### src/rtl/core/wdt_pkg.sv
// ----------------------------------------------------------------------------
// wdt_pkg
// Shared types and constants for the watchdog timer register core.
// ----------------------------------------------------------------------------
package wdt_pkg;

   localparam int DATA_W = 32;

   // request actions
   localparam logic [1:0] ACT_TICK  = 2'd0;
   localparam logic [1:0] ACT_WRITE = 2'd1;
   localparam logic [1:0] ACT_READ  = 2'd2;

   // register selects
   localparam logic [2:0] SEL_LOAD   = 3'd0;
   localparam logic [2:0] SEL_VALUE  = 3'd1;
   localparam logic [2:0] SEL_CTRL   = 3'd2;
   localparam logic [2:0] SEL_CLEAR  = 3'd3;
   localparam logic [2:0] SEL_RIS    = 3'd4;
   localparam logic [2:0] SEL_MIS    = 3'd5;
   localparam logic [2:0] SEL_LOCK   = 3'd6;

   localparam logic [DATA_W-1:0] UNLOCK_KEY = 32'h1ACC_E551;

   // control register bit positions
   localparam int CTL_INTEN_BIT = 0;
   localparam int CTL_RESEN_BIT = 1;
   localparam int CTL_WRC_BIT   = 31;

   typedef struct packed {
      logic [1:0]        action;
      logic [2:0]        reg_select;
      logic [DATA_W-1:0] write_data;
   } wdt_req_type;

   typedef struct packed {
      logic [DATA_W-1:0] read_data;
      logic              interrupt_out;
      logic              reset_out;
   } wdt_rsp_type;

endpackage

### src/rtl/core/wdt_regs.sv
// ----------------------------------------------------------------------------
// wdt_regs
// Watchdog register file and down counter; applies one request per step and
// produces the matching response: read data from the pre-step state,
// interrupt and reset from the post-step state.
module wdt_regs import wdt_pkg::*; #(
   parameter int COUNTER_BITS = 32
) (
   input  logic        clock,
   input  logic        reset,
   input  logic        step_en,
   input  wdt_req_type req,
   output wdt_rsp_type rsp
);

   logic [COUNTER_BITS-1:0] reload_value_ff, reload_value_in;
   logic [COUNTER_BITS-1:0] down_counter_ff, down_counter_in;
   logic                    int_enable_ff, int_enable_in;
   logic                    reset_enable_ff, reset_enable_in;
   logic                    raw_timeout_ff, raw_timeout_in;
   logic                    locked_ff, locked_in;
   logic                    reset_latched_ff, reset_latched_in;
   logic [DATA_W-1:0]       rd_data;

   always_comb begin
      reload_value_in  = reload_value_ff;
      down_counter_in  = down_counter_ff;
      int_enable_in    = int_enable_ff;
      reset_enable_in  = reset_enable_ff;
      raw_timeout_in   = raw_timeout_ff;
      locked_in        = locked_ff;
      reset_latched_in = reset_latched_ff;
      rd_data          = '0;

      case (req.action)
         ACT_TICK: begin
            if (int_enable_ff) begin
               if (down_counter_ff == '0) begin
                  // second timeout with status still pending
                  if (raw_timeout_ff && reset_enable_ff) begin
                     reset_latched_in = 1'b1;
                  end
                  raw_timeout_in  = 1'b1;
                  down_counter_in = reload_value_ff;
               end else begin
                  down_counter_in = down_counter_ff - 1'b1;
               end
            end
         end
         ACT_WRITE: begin
            if (req.reg_select == SEL_LOCK) begin
               locked_in = (req.write_data != UNLOCK_KEY);
            end else if (!locked_ff) begin
               unique case (req.reg_select)
                  SEL_LOAD: begin
                     reload_value_in = req.write_data[COUNTER_BITS-1:0];
                     down_counter_in = req.write_data[COUNTER_BITS-1:0];
                  end
                  SEL_CTRL: begin
                     if (req.write_data[CTL_INTEN_BIT]) begin
                        int_enable_in = 1'b1;
                     end
                     reset_enable_in = req.write_data[CTL_RESEN_BIT];
                  end
                  SEL_CLEAR: begin
                     raw_timeout_in  = 1'b0;
                     down_counter_in = reload_value_ff;
                  end
                  default: begin
                  end
               endcase
            end
         end
         ACT_READ: begin
            unique case (req.reg_select)
               SEL_LOAD:  rd_data = DATA_W'(reload_value_ff);
               SEL_VALUE: rd_data = DATA_W'(down_counter_ff);
               SEL_CTRL: begin
                  rd_data[CTL_WRC_BIT]   = 1'b1;
                  rd_data[CTL_INTEN_BIT] = int_enable_ff;
                  rd_data[CTL_RESEN_BIT] = reset_enable_ff;
               end
               SEL_RIS:   rd_data[0] = raw_timeout_ff;
               SEL_MIS:   rd_data[0] = raw_timeout_ff & int_enable_ff;
               SEL_LOCK:  rd_data[0] = locked_ff;
               default:   rd_data = '0;
            endcase
         end
         default: begin
         end
      endcase
   end

   assign rsp.read_data     = rd_data;
   assign rsp.interrupt_out = raw_timeout_in & int_enable_in;
   assign rsp.reset_out     = reset_latched_in;

   always_ff @(posedge clock) begin
      if (reset) begin
         reload_value_ff  <= '1;
         down_counter_ff  <= '1;
         int_enable_ff    <= 1'b0;
         reset_enable_ff  <= 1'b0;
         raw_timeout_ff   <= 1'b0;
         locked_ff        <= 1'b0;
         reset_latched_ff <= 1'b0;
      end else if (step_en) begin
         reload_value_ff  <= reload_value_in;
         down_counter_ff  <= down_counter_in;
         int_enable_ff    <= int_enable_in;
         reset_enable_ff  <= reset_enable_in;
         raw_timeout_ff   <= raw_timeout_in;
         locked_ff        <= locked_in;
         reset_latched_ff <= reset_latched_in;
      end
   end

   a_reset_sticky: assert property (@(posedge clock) disable iff (reset)
      reset_latched_ff |=> reset_latched_ff)
      else $error("latched reset dropped");

   a_inten_sticky: assert property (@(posedge clock) disable iff (reset)
      int_enable_ff |=> int_enable_ff)
      else $error("interrupt enable cleared");

   a_reset_cause: assert property (@(posedge clock) disable iff (reset)
      !reset_latched_ff ##1 reset_latched_ff |->
         $past(raw_timeout_ff && reset_enable_ff && int_enable_ff))
      else $error("reset latched without pending timeout");

   a_lock_guard: assert property (@(posedge clock) disable iff (reset)
      step_en && locked_ff && req.action == ACT_WRITE && req.reg_select == SEL_LOAD
         |=> $stable(reload_value_ff))
      else $error("load written while locked");

endmodule

### src/rtl/core/watchdog_timer_registers_core.sv
// ----------------------------------------------------------------------------
// watchdog_timer_registers_core
// Path: an accepted request waits in the request register, then moves
// into the response register once the response slot is free or drains.
// Throughput: one request per cycle while the response side is not stalled,
// set by the single-pass register update.
// Reset: synchronous; counter and load go to all ones, all flags clear,
// block starts unlocked.
// ----------------------------------------------------------------------------
module watchdog_timer_registers_core import wdt_pkg::*; #(
   parameter int COUNTER_BITS = 32
) (
   input  logic              clock,
   input  logic              reset,
   input  logic              req_valid,
   output logic              req_ready,
   input  logic [1:0]        req_action,
   input  logic [2:0]        req_reg_select,
   input  logic [DATA_W-1:0] req_write_data,
   output logic              rsp_valid,
   input  logic              rsp_ready,
   output logic [DATA_W-1:0] rsp_read_data,
   output logic              rsp_interrupt_out,
   output logic              rsp_reset_out
);

   logic        req_valid_ff;
   wdt_req_type req_ff;
   logic        rsp_valid_ff;
   wdt_rsp_type rsp_ff;
   wdt_rsp_type rsp_next;
   logic        advance;

   // held request moves into the response register when that slot frees
   assign advance   = req_valid_ff && (!rsp_valid_ff || rsp_ready);
   assign req_ready = !req_valid_ff || advance;

   always_ff @(posedge clock) begin
      if (reset) begin
         req_valid_ff <= 1'b0;
         rsp_valid_ff <= 1'b0;
      end else begin
         if (req_ready) begin
            req_valid_ff <= req_valid;
         end
         if (advance) begin
            rsp_valid_ff <= 1'b1;
         end else if (rsp_ready) begin
            rsp_valid_ff <= 1'b0;
         end
      end
   end

   always_ff @(posedge clock) begin
      if (req_ready && req_valid) begin
         req_ff.action     <= req_action;
         req_ff.reg_select <= req_reg_select;
         req_ff.write_data <= req_write_data;
      end
      if (advance) begin
         rsp_ff <= rsp_next;
      end
   end

   wdt_regs #(
      .COUNTER_BITS(COUNTER_BITS)
   ) u_regs (
      .clock   (clock),
      .reset   (reset),
      .step_en (advance),
      .req     (req_ff),
      .rsp     (rsp_next)
   );

   assign rsp_valid         = rsp_valid_ff;
   assign rsp_read_data     = rsp_ff.read_data;
   assign rsp_interrupt_out = rsp_ff.interrupt_out;
   assign rsp_reset_out     = rsp_ff.reset_out;

endmodule

### config.mk
export PLATFORM = sky130hd
export DESIGN_NAME = watchdog_timer_registers_core
export DESIGN_NICKNAME = d
export VERILOG_FILES = /design/src/rtl/core/wdt_pkg.sv /design/src/rtl/core/wdt_regs.sv /design/src/rtl/core/watchdog_timer_registers_core.sv
export SDC_FILE = /design/constraint.sdc
export NUM_CORES = 1
export LEC_CHECK = 0
export ABC_AREA = 1
export BUFFER_PORTS_ARGS = -buffer_cell sky130_fd_sc_hd__buf_2
export CORE_ASPECT_RATIO = 1.75
export CORE_UTILIZATION = 48
export CTS_BUF_LIST = sky130_fd_sc_hd__clkbuf_2 sky130_fd_sc_hd__clkbuf_4 sky130_fd_sc_hd__clkbuf_8
export CTS_CLUSTER_SIZE = 8
export DETAILED_ROUTE_END_ITERATION = 6
export GPL_TIMING_DRIVEN = 0
export HOLD_SLACK_MARGIN = 0.15
export PLACE_DENSITY_LB_ADDON = 0.12
export SKIP_CTS_REPAIR_TIMING = 1
export SYNTH_ARGS = -nofsm -noshare
export SYNTH_HDL_FRONTEND = slang
export SYNTH_SLANG_ARGS = --single-unit
export TNS_END_PERCENT = 30
### constraint.sdc
create_clock -name clock -period 1.8 [get_ports clock]
set_input_delay 0.27 -clock clock [delete_from_list [all_inputs] [get_ports clock]]
set_output_delay 0.27 -clock clock [all_outputs]
set_load 0.05 [all_outputs]
==> results.md <==
- Number of synthesized flops with an enable pin: 71
- FF+latch count, synth: 142
- Starting Density: 49.43%
- WP data arrival: 2.11 ns
- DIE WIDTH: 95.91 um
- Status: finished with violations
- Worst reg2reg startpoint: req_ff[34]
- Post-synth ARST share: 0%
- Design Power: 7.195 mW
- Period Utilization, post-route: 105.4%
- Yosys warning count: 0
- HPWL after detailed placement: 17.16 mm
- Hold Path Class: in2reg
- Minimum clock period after layout: 1.897 ns
- Seq/Total Area, Yosys: 47.97%
- Final Wtd Congestion: 0.9589
- Layout Nets: 1201
- Global-route wire length before repair: 36.45 mm
- Setup TNS: -0.3649 ns
- TritonRoute pass-1 iters: 6
- Failing checks: negative setup slack
- Avg Inst Size Synth: 7.415 um^2
- Max-slew headroom: 43.71%
- Mapped Cells: 999
- Worst Skew: 0.01953 ns
- Post-route core utilization: 64.12%
- Congestion Overflow GR: 0
- Post-route antenna net violation count: 0
- Mapped Nets: 1042
- Routed Wire Length: 25.37 mm
- Vias in the first global route: 6906
- Area growth syn-to-layout: 29.73%
- Pwr dens: 748.8 nW/um^2
- Crit path required time: 2.01 ns
- Antenna Cells: 0
- CP Max Fanout: 10
- Final setup viols: 19
- H-tree levels: 4
- Hold Crit Start: rsp_ready
- Starting DRT DRC Count: 567
- CTS Buffer Depth: 2
- Crit. End Element: flop
- Placed insts: 1258
- Hold slack: 0.1070 ns
- Layout cells sized above 1: 25.19%
- Clock Pin Slew Worst Setup and Hold Paths: 0.10 ns
- Worst vdd ir: 0.6360 mV
- CTS root buf: clkbuf_8
- Largest net degree at the start of global routing: 38
- Final Hold Vio Count: 0
- Synthesized area: 7407 um^2
- Critical path type: reg2reg
- Leakage dissipation: 4.185 nW
- RSZ-0062 raised after global routing: yes
- CTS buffer count: 17
- DRC errors left: 0
- # clock sinks: 142
- Avg WL per Cell: 18.74 um
- Final worst slack: -0.09658 ns
- Slew of the pin with the lowest slew margin: 0.8432 ns
- Avg Vias per Cell: 5.541
- Final Max Slew Viols: 0
- Initial antenna violation count: 0
- Worst skew pair latency: 0.48 ns
- Cell variety after synth: 36
- CTS tree: yes
- Worst setup path start: req_ff[34]
- Core area: 14990 um^2
- GRT Total Usage: 31.04%
- Dominant synthesized flop cell: edfxtp_1
- FP Rows: 59
- Final std cells w/o fill: 1354
- Die Ht: 166.3 um
- Max-cap violations: 0
- Routed vias: 7502
- Port Buffer Count: 76
- Startpoint types: flop
- # IOs: 77
- Area of the die: 15950 um^2
- Max Freq: 527.3 MHz
-- cells in the mapped netlist, types with 8 or more instances --
cell,count,area share [%]
dfxtp_1,71,19
o21ai_0,37,2.5
o211ai_1,38,3.9
nand3_1,40,2.7
nand4_1,8,0.68
clkbuf_1,23,1.2
a21oi_1,116,7.8
buf_2,16,1.1
inv_1,105,5.3
edfxtp_1,71,29
nand2_1,327,17
nor2_1,84,4.3
-- sequential cells by signal, indices dropped and copies added, names as in the netlist, 32 cells and up --
signal	count
req_ff	37
rsp_read_data	32
u_regs.down_counter_ff	32
u_regs.reload_value_ff	32
-- logic make-up (layout without fill, tap and decap cells) --
| group | count (synthesis) | after routing | synth area share, % |
|---|---|---|---|
| buffers and inverters | 157 | 329 | 8.632 |
| flip-flops | 142 | 142 | 47.97 |
| AO/OA/AOI/OAI | 205 | 205 | 15.46 |
| XOR/XNOR | 6 | 6 | 0.7095 |
| adder cells (fa/ha/maj) | 2 | 2 | 0.3378 |
| AND/OR/NAND/NOR | 487 | 487 | 26.89 |
-- placed cells by master, fill, tap and decap left out, types with 3 or more instances in the layout --
cell and instances:
clkbuf_16 4, a21oi_1 98, nor3_1 3, a21oi_2 18
buf_6 14, buf_8 4, nand2_1 309, clkinvlp_4 3
nand2_2 18, edfxtp_1 71, nor2_2 17, o21ai_1 6
nand3_1 32, inv_6 8, xor2_1 4, o21ai_0 37
nor4_1 5, dfxtp_4 4, inv_8 3, clkbuf_1 12
nand3b_1 5, buf_2 81, clkbuf_2 7, buf_4 20
nor2_1 62, inv_1 96, clkbuf_8 18, nor2_4 13
inv_4 3, clkbuf_4 3, dfxtp_2 27, dfxtp_1 40
o211ai_1 38, nand3_2 6, nand4_1 8, inv_2 6
dlygate4sd3_1 38
-- per-layer routing --
metal / vias up / global-route usage, % / part of all wire (%)
li1: 3611 / - / -
met1: 3483 / 36.33 / 37
met2: 314 / 51.89 / 52
met3: 94 / 4.487 / 5.7
met4: 0 / 19.47 / 6.2
met5: - / 0 / 0
-- critical path: stages (launching register included) --
cell and delay [ns]:
edfxtp_1 0.50, inv_1 0.09, nand3_1 0.18, inv_1 0.15, clkbuf_2 0.25, a221oi_1 0.39, nor2_1 0.07
-- final cells by class --
type | count | area, um^2
buffer | 47 | 370.4
inverter | 110 | 437.9
fill | 1341 | 5376
timing repair buffer | 139 | 1030
timing repair inverter | 1 | 5.005
clock inverter | 14 | 157.7
tap | 183 | 229.0
sequential | 142 | 3602
multi-input combinational | 700 | 3530
clock buffer | 18 | 247.7
-- through the flow --
stage	cell area [um^2]	setup WS, ns
after floorplan	7427	0.05481
after global placement	8036	-0.4821
after detailed placement	8036	-0.2920
after CTS	8442	-0.2837
after global routing	9609	-0.1408
final	9609	-0.09658
-- report_power, final --
group	switching, mW	internal (mW)	total [mW]	leakage, nW
sequential	0.116	3.53	3.64	1.24
combinational	0.565	0.286	0.851	2.75
clock	1.50	1.20	2.70	0.205
total	2.18	5.01	7.20	4.19
-- worst paths after layout --
check | to | slack [ns] | depth (start not counted)
max | rsp_read_data[31] | -0.1 | 6
min reg2reg | u_regs.down_counter_ff[1] | 0.49 | 2
min | rsp_valid | 0.11 | 4
max reg2reg | rsp_read_data[31] | -0.1 | 6
(Power assumes the default switching activity.)
